`config.mk`:
```
export PLATFORM = sky130hd
export DESIGN_NAME = voice_allocate_steal
export DESIGN_NICKNAME = d
export VERILOG_FILES = /design/src/rtl/vas_pkg.sv /design/src/rtl/vas_alloc.sv /design/src/rtl/voice_allocate_steal.sv
export SDC_FILE = /design/constraint.sdc
export NUM_CORES = 1
export LEC_CHECK = 0
export ABC_AREA = 1
export BUFFER_PORTS_ARGS = -buffer_cell sky130_fd_sc_hd__buf_2
export CORE_ASPECT_RATIO = 0.7
export CORE_MARGIN = 2
export CORE_UTILIZATION = 33
export CTS_CLUSTER_SIZE = 30
export DETAILED_ROUTE_END_ITERATION = 8
export GPL_TIMING_DRIVEN = 0
export MAX_ROUTING_LAYER = met4
export PLACE_DENSITY = 0.46
export SKIP_CTS_REPAIR_TIMING = 1
export SLEW_MARGIN = 10
export SYNTH_ARGS = -nofsm -noshare
export SYNTH_HDL_FRONTEND = slang
export SYNTH_SLANG_ARGS = --single-unit
```
`constraint.sdc`:
```
create_clock -name clk -period 7.1 [get_ports clk]
set_input_delay 0.71 -clock clk [delete_from_list [all_inputs] [get_ports clk]]
set_output_delay 0.71 -clock clk [all_outputs]
set_load 0.01 [all_outputs]
```
`src/rtl/vas_pkg.sv`:
```
// vas_pkg: shared types and constants for the voice allocator with stealing
// used by voice_allocate_steal, vas_alloc and vas_checker; no dependencies
`default_nettype none

package vas_pkg;

  // default number of voices and field widths
  localparam int VOICE_COUNT_DEF = 4;
  localparam int AGE_W = 16;
  localparam int CONTENT_W = 32;

  // command codes
  localparam logic [1:0] CMD_ALLOC  = 2'd0;
  localparam logic [1:0] CMD_REPORT = 2'd1;
  localparam logic [1:0] CMD_TICK   = 2'd2;

  // behaviour byte that marks stream content
  localparam logic [7:0] STREAM_BEHAVIOUR = 8'd2;

  // request transaction
  typedef struct packed {
    logic [1:0]  command;
    logic [1:0]  slot;
    logic        busy_req;
    logic [31:0] content_spec;
    logic [15:0] splice;
    logic [7:0]  choke_group;
    logic [7:0]  valid_flag;
    logic [7:0]  behaviour_code;
    logic [3:0]  mixer_output;
  } req_t;

  // result transaction
  typedef struct packed {
    logic       granted;
    logic [1:0] grant_slot;
    logic       duplicate;
    logic [3:0] release_mask;
  } rsp_t;

  // stored entry attributes, 44 bits, splice in the low bits
  typedef struct packed {
    logic [3:0]  mixer;
    logic [7:0]  behaviour;
    logic [7:0]  valid;
    logic [7:0]  choke;
    logic [15:0] splice;
  } attr_t;

endpackage

`default_nettype wire

```
`src/rtl/vas_alloc.sv`:
```
// vas_alloc: one-pass allocation decision (duplicate check, free voice, steal)
// depends on vas_pkg
`default_nettype none

module vas_alloc import vas_pkg::*; #(
  parameter int VOICE_COUNT = VOICE_COUNT_DEF,
  localparam int IDX_W = (VOICE_COUNT > 1) ? $clog2(VOICE_COUNT) : 1
) (
  input  logic [VOICE_COUNT-1:0] busy,
  input  logic [AGE_W-1:0]       age     [VOICE_COUNT],
  input  logic [CONTENT_W-1:0]   content [VOICE_COUNT],
  input  attr_t                  attr    [VOICE_COUNT],
  input  req_t                   req,
  output rsp_t                   rsp,
  output logic [IDX_W-1:0]       pick
);

  // request attributes packed as stored
  attr_t req_attr;
  assign req_attr = '{mixer: req.mixer_output, behaviour: req.behaviour_code,
                      valid: req.valid_flag, choke: req.choke_group,
                      splice: req.splice};

  always_comb begin
    logic                   have_free;
    logic [IDX_W-1:0]       free_idx;
    logic                   have_cand;
    logic [IDX_W-1:0]       cand_idx;
    logic [AGE_W-1:0]       best_age;
    logic                   stop;
    logic                   grant;
    logic [VOICE_COUNT-1:0] rmask;
    logic [31:0]            rmask_wide;
    logic [31:0]            pick_wide;

    have_free = 1'b0;
    free_idx  = '0;
    have_cand = 1'b0;
    cand_idx  = '0;
    best_age  = '0;
    stop      = 1'b0;
    grant     = 1'b0;
    rmask     = '0;
    pick      = '0;

    // lowest free voice
    for (int v = 0; v < VOICE_COUNT; v++) begin
      if (!busy[v] && !have_free) begin
        have_free = 1'b1;
        free_idx  = IDX_W'(v);
      end
    end

    // walk voices: duplicate stops the walk, choke and age pick a candidate
    for (int v = 0; v < VOICE_COUNT; v++) begin
      if (!stop) begin
        if (busy[v] && req.behaviour_code == STREAM_BEHAVIOUR
            && attr[v].behaviour == STREAM_BEHAVIOUR
            && content[v] == req.content_spec && attr[v] == req_attr) begin
          stop = 1'b1;
        end else if (attr[v].choke != 8'd0) begin
          if (attr[v].choke == req.choke_group) begin
            rmask[v]  = 1'b1;
            have_cand = 1'b1;
            cand_idx  = IDX_W'(v);
          end else if (attr[v].choke < req.choke_group) begin
            have_cand = 1'b1;
            cand_idx  = IDX_W'(v);
          end
        end else if (age[v] > best_age) begin
          best_age  = age[v];
          have_cand = 1'b1;
          cand_idx  = IDX_W'(v);
        end
      end
    end

    // final choice
    if (!stop) begin
      if (have_free) begin
        grant = 1'b1;
        pick  = free_idx;
      end else if (have_cand) begin
        grant           = 1'b1;
        pick            = cand_idx;
        rmask[cand_idx] = 1'b1;
      end
    end

    rmask_wide = 32'(rmask);
    pick_wide  = 32'(pick);

    // results exist only for allocate requests
    if (req.command == CMD_ALLOC) begin
      rsp.granted      = grant;
      rsp.grant_slot   = grant ? pick_wide[1:0] : 2'd0;
      rsp.duplicate    = stop;
      rsp.release_mask = rmask_wide[3:0];
    end else begin
      rsp = '0;
    end
  end

endmodule

`default_nettype wire

```
`src/rtl/voice_allocate_steal.sv`:
```
// voice_allocate_steal: top level, one request stage, voice state, result register
// An accepted transaction passes from the request stage to the result register.
// Throughput: one transaction per cycle while no result is stalled; state is
// updated as the item leaves the request stage, so the next item sees it at once.
// Reset (rst, synchronous): all voices free, ages, entries and valids cleared.
// depends on vas_pkg and vas_alloc
`default_nettype none

module voice_allocate_steal import vas_pkg::*; #(
  parameter int VOICE_COUNT = VOICE_COUNT_DEF
) (
  input  logic clk,
  input  logic rst,
  input  logic req_valid,
  output logic req_stall,
  input  req_t req,
  output logic rsp_valid,
  input  logic rsp_stall,
  output rsp_t rsp
);

  localparam int IDX_W = (VOICE_COUNT > 1) ? $clog2(VOICE_COUNT) : 1;

  // request stage
  logic a_valid;
  req_t a_req;

  // voice state
  logic [VOICE_COUNT-1:0] busy;
  logic [AGE_W-1:0]       age     [VOICE_COUNT];
  logic [CONTENT_W-1:0]   content [VOICE_COUNT];
  attr_t                  attr    [VOICE_COUNT];

  rsp_t             alloc_rsp;
  logic [IDX_W-1:0] pick;
  logic             advance;
  logic [31:0]      slot_wide;
  logic [IDX_W-1:0] slot_idx;
  logic             slot_ok;

  vas_alloc #(.VOICE_COUNT(VOICE_COUNT)) u_alloc (
    .busy    (busy),
    .age     (age),
    .content (content),
    .attr    (attr),
    .req     (a_req),
    .rsp     (alloc_rsp),
    .pick    (pick)
  );

  // stage moves on when the result register is empty or being taken
  assign advance   = a_valid && (!rsp_valid || !rsp_stall);
  assign req_stall = a_valid && !advance;

  assign slot_wide = 32'(a_req.slot);
  assign slot_idx  = slot_wide[IDX_W-1:0];
  assign slot_ok   = slot_wide < 32'(VOICE_COUNT);

  // request stage register
  always_ff @(posedge clk) begin
    if (rst) begin
      a_valid <= 1'b0;
    end else if (req_valid && !req_stall) begin
      a_valid <= 1'b1;
    end else if (advance) begin
      a_valid <= 1'b0;
    end
    if (req_valid && !req_stall) begin
      a_req <= req;
    end
  end

  // result register
  always_ff @(posedge clk) begin
    if (rst) begin
      rsp_valid <= 1'b0;
    end else if (advance) begin
      rsp_valid <= 1'b1;
    end else if (!rsp_stall) begin
      rsp_valid <= 1'b0;
    end
    if (advance) begin
      rsp <= alloc_rsp;
    end
  end

  // voice state update
  always_ff @(posedge clk) begin
    if (rst) begin
      busy <= '0;
      for (int v = 0; v < VOICE_COUNT; v++) begin
        age[v]     <= '0;
        content[v] <= '0;
        attr[v]    <= '0;
      end
    end else if (advance) begin
      case (a_req.command)
        CMD_REPORT: begin
          if (slot_ok) begin
            busy[slot_idx] <= a_req.busy_req;
          end
        end
        CMD_TICK: begin
          for (int v = 0; v < VOICE_COUNT; v++) begin
            age[v] <= busy[v] ? age[v] + 16'd1 : '0;
          end
        end
        CMD_ALLOC: begin
          if (alloc_rsp.granted) begin
            busy[pick]    <= 1'b1;
            age[pick]     <= '0;
            content[pick] <= a_req.content_spec;
            attr[pick]    <= '{mixer: a_req.mixer_output,
                               behaviour: a_req.behaviour_code,
                               valid: a_req.valid_flag,
                               choke: a_req.choke_group,
                               splice: a_req.splice};
          end
        end
        default: begin
        end
      endcase
    end
  end

endmodule

`default_nettype wire

```
==> results of run 1 <==
==> where the power goes <==
part,switching (mW),internal [mW],total (mW)
Clock,1.24,1.55,2.79
Sequential,0.0380,2.73,2.77
Combinational,0.483,0.209,0.692
Total,1.76,4.49,6.25
==> worst max path at each step <==
stage              start     endpoint  slack [ns]  cells past startpoint
3_3_place_gp   a_req[27]  content[30]       -2.79                     55
4_1_cts        a_req[27]     attr[23]       -2.77                     55
3_5_place_dp   a_req[27]     attr[23]       -2.72                     55
6_report       a_req[27]     attr[38]       -0.44                     47
5_1_grt        a_req[25]  content[95]       -0.77                     56
2_1_floorplan  a_req[27]     attr[16]        0.39                     55
==> flip-flops by register name, summed over array words and instances, names as in the netlist <==
signal / count
content: 128
attr: 176
busy: 4
a_req: 79
rsp: 8
age: 64
rsp_valid: 1
slot_idx: 2
a_valid: 1
==> cells in the mapped netlist (66+ instances only) <==
master | number | share of area [%]
a21oi_1 | 114 | 2.3
buf_2 | 89 | 1.8
clkbuf_1 | 66 | 0.98
dfxtp_1 | 374 | 30
edfxtp_1 | 89 | 11
ha_1 | 85 | 4.2
inv_1 | 364 | 5.4
nand2_1 | 952 | 14
nand3_1 | 71 | 1.4
nor2_1 | 805 | 12
nor3_1 | 95 | 1.9
o21ai_0 | 320 | 6.3
o21ai_1 | 71 | 1.4
==> cell families (layout without fill, tap and decap cells) <==
group / Yosys count / in the layout / synth area share [%]
simple gates: 2019 / 2019 / 32.5
buf+inv: 585 / 834 / 10.1
compound gates: 529 / 529 / 10.7
flops: 463 / 463 / 40.2
fa+ha+maj: 85 / 85 / 4.21
xor+xnor: 66 / 66 / 2.29
other cells: 0 / 1 / 0
==> metal layers <==
layer,vias up,global-route usage [%],routed length [um]
li1,12200,-,-
met5,-,-,0
met2,1043,33.0,38900
met1,11500,45.4,57800
met4,0,5.00,1790
met3,116,8.22,13200
==> worst max-delay path, delay by kind of cell (launching register included) <==
family                     cells  cell delay, ns
and+or+nand+nor               29            4.26
buffers and inverters         12            1.62
adders and majority gates      3            0.86
DFF                            1            0.37
AOI/OAI and AO/OA              3            0.31
==> area by class of cell <==
class,instances,area share (%)
antenna,1,0.00827
buffer,190,4.40
clock buffer,76,4.98
clock inverter,23,0.591
inverter,393,4.96
multi-input combinational,2699,43.8
sequential,463,33.6
tap,989,4.09
timing repair buffer,152,3.61
==> stage by stage <==
step	cells	util, %	power [mW]
2_1_floorplan	3747	-	3.16
3_3_place_gp	4830	35.7	3.42
3_5_place_dp	4832	35.8	3.42
4_1_cts	4931	38.0	6.20
5_1_grt	4986	40.1	6.45
6_report	4986	40.1	6.25
==> flow_summary_export.csv, run 1 <==
group,metric,value,unit
cells_and_area,fin_area,30300,sq um
sta,worst_pin_slew,1.34,ns
worst_setup_path,worstReg2RegEnd,"attr[38]",
worst_setup_path,max_stage_delay,0.49,ns
flow_run,maxCapViolCount,0,
place,gp_congestion,1.09,
worst_setup_path,r2r_start,"a_req[27]",
logic_synthesis,ys_types,42,
sta,rsz0062_at_grt,"true",
global_route,grt_max_degree,46,
worst_hold_path,hold_end,"a_req[37]",
floorplan,pin_count,95,
clock_tree,path_clk_slew,0.06,ns
drt,wire_per_inst,22.4,um
power,pwr_density_cell,207,nW/um^2
sta,setup_viol,369,
floorplan,core_area,75500,sq um
cells_and_area,finalNetCount,4122,
worst_setup_path,worstPathRequired,7.67,ns
worst_setup_path,crit_arrival,8.11,ns
place,placed_cell_area,27000,sq um
sta,min_period_over_period,106,%
worst_setup_path,crit_top_cell,"nand2_1",
status,status,"finished, violations left",
logic_synthesis,syn_nets,3917,
sta,clock.fmax,133,MHz
power,leakagePower,12.5,nW
worst_setup_path,reg2regPathDepth,47,
logic_synthesis,synth.avg_cell_area,6.74,sq um
drt,drtAntennaViolNets,0,
worst_hold_path,whs_path_depth,1,
floorplan,die_area,78800,sq um
drt,vias,24900,
global_route,antenna_found_initial,2,
cells_and_area,final_cell_mix,"nand2_1, nor2_1, dfxtp_1",
worst_setup_path,cpMaxStageDelayCell,"nand4_1",
clock_tree,ctsHtreeMaxLevel,2,
drt,drt-initial-drc-count,3155,
logic_synthesis,syn-cell-area,25300,sq um
clock_tree,clkLatencyLatePin,0.65,ns
clock_tree,cts.sinks,463,
logic_synthesis,ys_seq_area_share,40.2,%
cells_and_area,layout-drive-gt1-share,14.2,%
cells_and_area,areaGrowthSynthToFinish,19.8,%
global_route,gr-total-overflow,0,
place,dp_hpwl,85900,um
floorplan,fp.dieW,335,um
global_route,grt_pass1_vias,21400,
power,peakVddDrop,0.204,mV
logic_synthesis,synth-seq-cells,463,
worst_setup_path,start_kind,"flip-flop",
cells_and_area,ff_latch_area,10200,sq um
sta,finalSetupTns,-109.99,ns
cells_and_area,layout_commonest_cell,"nand2_1",
cells_and_area,multi_input_area,13300,sq um
floorplan,dieHeight,235,um
logic_synthesis,async_flop_share,0,%
drt,drc_errors,0,
worst_setup_path,critical_path_peak_fanout,10,
clock_tree,cts_tree,"built",
floorplan,start_util,33.5,%
status,violations,"setup timing",
place,post-place-ws,-2.72,ns
drt,drt-total-wl,112000,um
worst_setup_path,criticalPathCategory,"flip-flop to flip-flop",
logic_synthesis,synth_ff_type,"dfxtp_1",
floorplan,rows,84,
logic_synthesis,synth_edf_count,89,
sta,maxSlewViolCount,0,
sta,finalHoldWorstSlack,0.233,ns
clock_tree,cts_made_buffers,53,
worst_hold_path,min_from,"req[37]",
global_route,grt_first_pass_wirelength,155000,um
worst_hold_path,min_path_type,"primary input to flip-flop",
worst_setup_path,critPathCaptureType,"flip-flop",
clock_tree,root_buffer,"clkbuf_16",
drt,viasPerCell,4.99,
clock_tree,clockBufferDepth,3,
global_route,gr-usage-all-layers,28.2,%
sta,clock_skew,0.0261,ns
sta,fin_ws,-0.442,ns
place,portBuffers,94,
sta,period_needed,7.54,ns
sta,relSlewSlack,10.1,%
sta,hold_viol_final,0,
drt,drtPass1Iterations,6,
logic_synthesis,postSynthCellCount,3747,
worst_setup_path,rrSetupSlack,-0.44,ns
logic_synthesis,yosys_warnings,0,
cells_and_area,fillers,8085,
Power figures use the tool's default switching activity.
==> run 2, diff against run 1 <==
--- a/config.mk
+++ b/config.mk
@@ -7,3 +7,2 @@
 export LEC_CHECK = 0
-export ABC_AREA = 1
 export BUFFER_PORTS_ARGS = -buffer_cell sky130_fd_sc_hd__buf_2
@@ -15,2 +14,3 @@
 export GPL_TIMING_DRIVEN = 0
+export HOLD_SLACK_MARGIN = 0.05
 export MAX_ROUTING_LAYER = met4
--- a/constraint.sdc
+++ b/constraint.sdc
@@ -3,2 +3,2 @@
 set_output_delay 0.71 -clock clk [all_outputs]
-set_load 0.01 [all_outputs]
+set_load 0.005 [all_outputs]
==> flow_summary_export.csv, run 2 <==
group,metric,value,unit
floorplan,rows,85,
cells_and_area,postLayoutCoreUtil,42.8,%
worst_hold_path,min_path_type,"primary input to flip-flop",
logic_synthesis,synth_area_leaders,"dfxtp_1, mux2i_1, nand2b_1",
worst_hold_path,hold_end,"a_req[16]",
status,status,"finished, violations left",
logic_synthesis,synth_edf_count,89,
floorplan,pin_count,95,
cells_and_area,layout_commonest_cell,"nand2b_1",
logic_synthesis,synth_ff_type,"dfxtp_1",
place,gp_congestion,0.975,
clock_tree,clockBufferDepth,3,
floorplan,die_area,80900,sq um
drt,drt-total-wl,124000,um
sta,finalSetupTns,-1119.46,ns
clock_tree,clkLatencyLatePin,0.64,ns
cells_and_area,biggestRegsByFlops,"attr (176), content (128), a_req (79)",
drt,drt-initial-drc-count,2248,
sta,min_period_over_period,144,%
drt,vias,22700,
cells_and_area,fillers,7486,
flow_run,maxCapViolCount,0,
logic_synthesis,synth-seq-cells,463,
sta,rsz0062_at_grt,"true",
worst_setup_path,crit_arrival,10.73,ns
sta,clock_skew,0.0354,ns
place,dp_hpwl,96600,um
worst_setup_path,max_stage_delay,0.59,ns
floorplan,fp.dieW,339,um
logic_synthesis,yosys_warnings,0,
logic_synthesis,postSynthCellCount,2741,
worst_setup_path,worstPathRequired,7.58,ns
worst_setup_path,rrSetupSlack,-3.15,ns
drt,drtPass1Iterations,7,
sta,maxSlewViolCount,0,
cells_and_area,final_cell_mix,"nand2b_1, dfxtp_1, mux2i_1",
logic_synthesis,ys_types,71,
sta,worst_pin_slew,1.38,ns
worst_setup_path,critical_path_peak_fanout,8,
worst_setup_path,criticalPathCategory,"flip-flop to flip-flop",
global_route,antenna_found_initial,8,
logic_synthesis,syn_nets,2911,
power,leakagePower,13.2,nW
cells_and_area,finalNetCount,3184,
sta,hold_viol_final,0,
logic_synthesis,ys_seq_area_share,39.2,%
place,portBuffers,93,
sta,setup_viol,379,
worst_setup_path,worstReg2RegEnd,"content[88]",
power,power,6.34,mW
clock_tree,cts_tree,"built",
clock_tree,path_clk_slew,0.07,ns
drt,drc_errors,0,
logic_synthesis,yosys.cell_count.top_type,"nand2b_1",
global_route,grt_use_met3,4.30,%
power,peakVddDrop,0.176,mV
sta,period_needed,10.25,ns
sta,relSlewSlack,7.02,%
logic_synthesis,async_flop_share,0,%
global_route,busiest_layer,"met1",
place,post-place-ws,-5.97,ns
worst_setup_path,cpMaxStageDelayCell,"or4_4",
global_route,grt_use_met1,48.2,%
floorplan,dieHeight,239,um
logic_synthesis,yosys.area.top_type,"dfxtp_1",
logic_synthesis,synth_common_cells,"nand2b_1, dfxtp_1, mux2i_1",
clock_tree,cts_made_buffers,52,
cells_and_area,layout-drive-gt1-share,19.4,%
logic_synthesis,synth.avg_cell_area,9.47,sq um
global_route,gr-total-overflow,0,
global_route,grt_use_met2,37.1,%
drt,viasPerCell,5.53,
cells_and_area,largest_register,"attr",
clock_tree,cts.sinks,463,
worst_setup_path,r2r_start,"a_req[31]",
drt,wire_per_inst,30.1,um
worst_setup_path,critPathCaptureType,"flip-flop",
global_route,grt_first_pass_wirelength,164000,um
status,violations,"setup timing",
clock_tree,ctsHtreeMaxLevel,2,
floorplan,start_util,33.6,%
cells_and_area,areaGrowthSynthToFinish,27.4,%
power,pwr_density_cell,192,nW/um^2
worst_setup_path,reg2regPathDepth,45,
cells_and_area,largest_reg_flops,176,
logic_synthesis,syn-cell-area,25900,sq um
global_route,grt_pass1_vias,21000,
clock_tree,root_buffer,"clkbuf_16",
global_route,grt_max_degree,29,
sta,fin_ws,-3.15,ns
worst_setup_path,crit_top_cell,"nand4_1",
logic_synthesis,synth_top_area_share,28.9,%
floorplan,core_area,77300,sq um
worst_setup_path,start_kind,"flip-flop",
worst_hold_path,whs_path_depth,1,
drt,drtAntennaViolNets,0,
global_route,gr-usage-all-layers,29.6,%
sta,clock.fmax,97.6,MHz
worst_hold_path,min_from,"req[16]",
-- run 2: changes by cell type after synthesis, sizes merged, moves of 41 or more --
cell	before	now
o21ai	391	51
xnor2	45	150
nand2	960	146
nand2b	0	486
buf	126	46
nor2b	0	41
nor3	95	30
mux2i	0	305
nor2	816	86
clkbuf	66	120
inv	393	71
nand4	26	106
-- run 2: stage by stage --
| step | hold slack (ns) | std cells | cell area, sq um |
|---|---|---|---|
| 5_1_grt | 0.223 | 4104 | 33000 |
| 3_5_place_dp | 0.468 | 3882 | 28300 |
| 6_report | 0.237 | 4110 | 33100 |
| 3_3_place_gp | 0.464 | 3878 | 28300 |
| 2_1_floorplan | 0.448 | 2741 | 26500 |
| 4_1_cts | 0.209 | 3980 | 30100 |
-- run 2: worst max-delay path by stage --
stage,start,endpoint,slack [ns],cells after the start
after floorplan,a_req[4],attr[11],-1.64,42
after global placement,a_req[35],attr[111],-6.26,41
after detailed placement,a_req[11],attr[131],-5.97,41
after CTS,a_req[11],attr[127],-6.03,41
after global routing,a_req[31],content[88],-3.31,45
final,a_req[31],content[88],-3.15,45
-- run 2: kinds of logic after synthesis --
family | count (synthesis) | synth area share, %
AO/OA/AOI/OAI | 322 | 8.75
multiplexers | 318 | 12.3
adder cells (fa/ha/maj) | 85 | 4.10
XOR/XNOR | 188 | 6.40
flip-flops | 463 | 39.2
buffers and inverters | 237 | 4.05
AND/OR/NAND/NOR | 1128 | 25.2
-- run 2: final cells by class --
| class | instances | area [sq um] | share of cell area [%] |
|---|---|---|---|
| clock buffers | 71 | 1480 | 4.46 |
| plain buffers | 134 | 1090 | 3.31 |
| flip-flops and latches | 463 | 10200 | 30.7 |
| inverters | 71 | 267 | 0.806 |
| diodes | 8 | 20.0 | 0.0606 |
| clock inverters | 27 | 288 | 0.870 |
| well taps | 1044 | 1310 | 3.95 |
| repair buffers | 250 | 2330 | 7.05 |
| multi-input cells | 2042 | 16100 | 48.8 |
-- run 2: worst max-delay path, delay by kind of cell, from the launching register on --
kind	cells	cell delay [ns]
fa+ha+maj	3	0.75
flops	1	0.56
buf+inv	9	1.64
simple gates	21	4.67
mux	2	0.47
compound gates	10	1.95
-- run 2: where the power goes --
part           switching [mW]  total, mW  leakage, nW  internal (mW)
Clock                    1.23       2.88        0.874           1.65
Sequential             0.0634       2.79         3.88           2.72
Combinational           0.432      0.677         8.47          0.245
Total                    1.73       6.34         13.2           4.61
-- run 2: layer usage --
metal  share of wire [%]  vias up  wire [um]
li1                    -    10300          -
met1                  52    11400      64900
met2                  38      877      46700
met3                 8.4      113      10400
met4                 1.4        0       1720
met5                   0        -          0
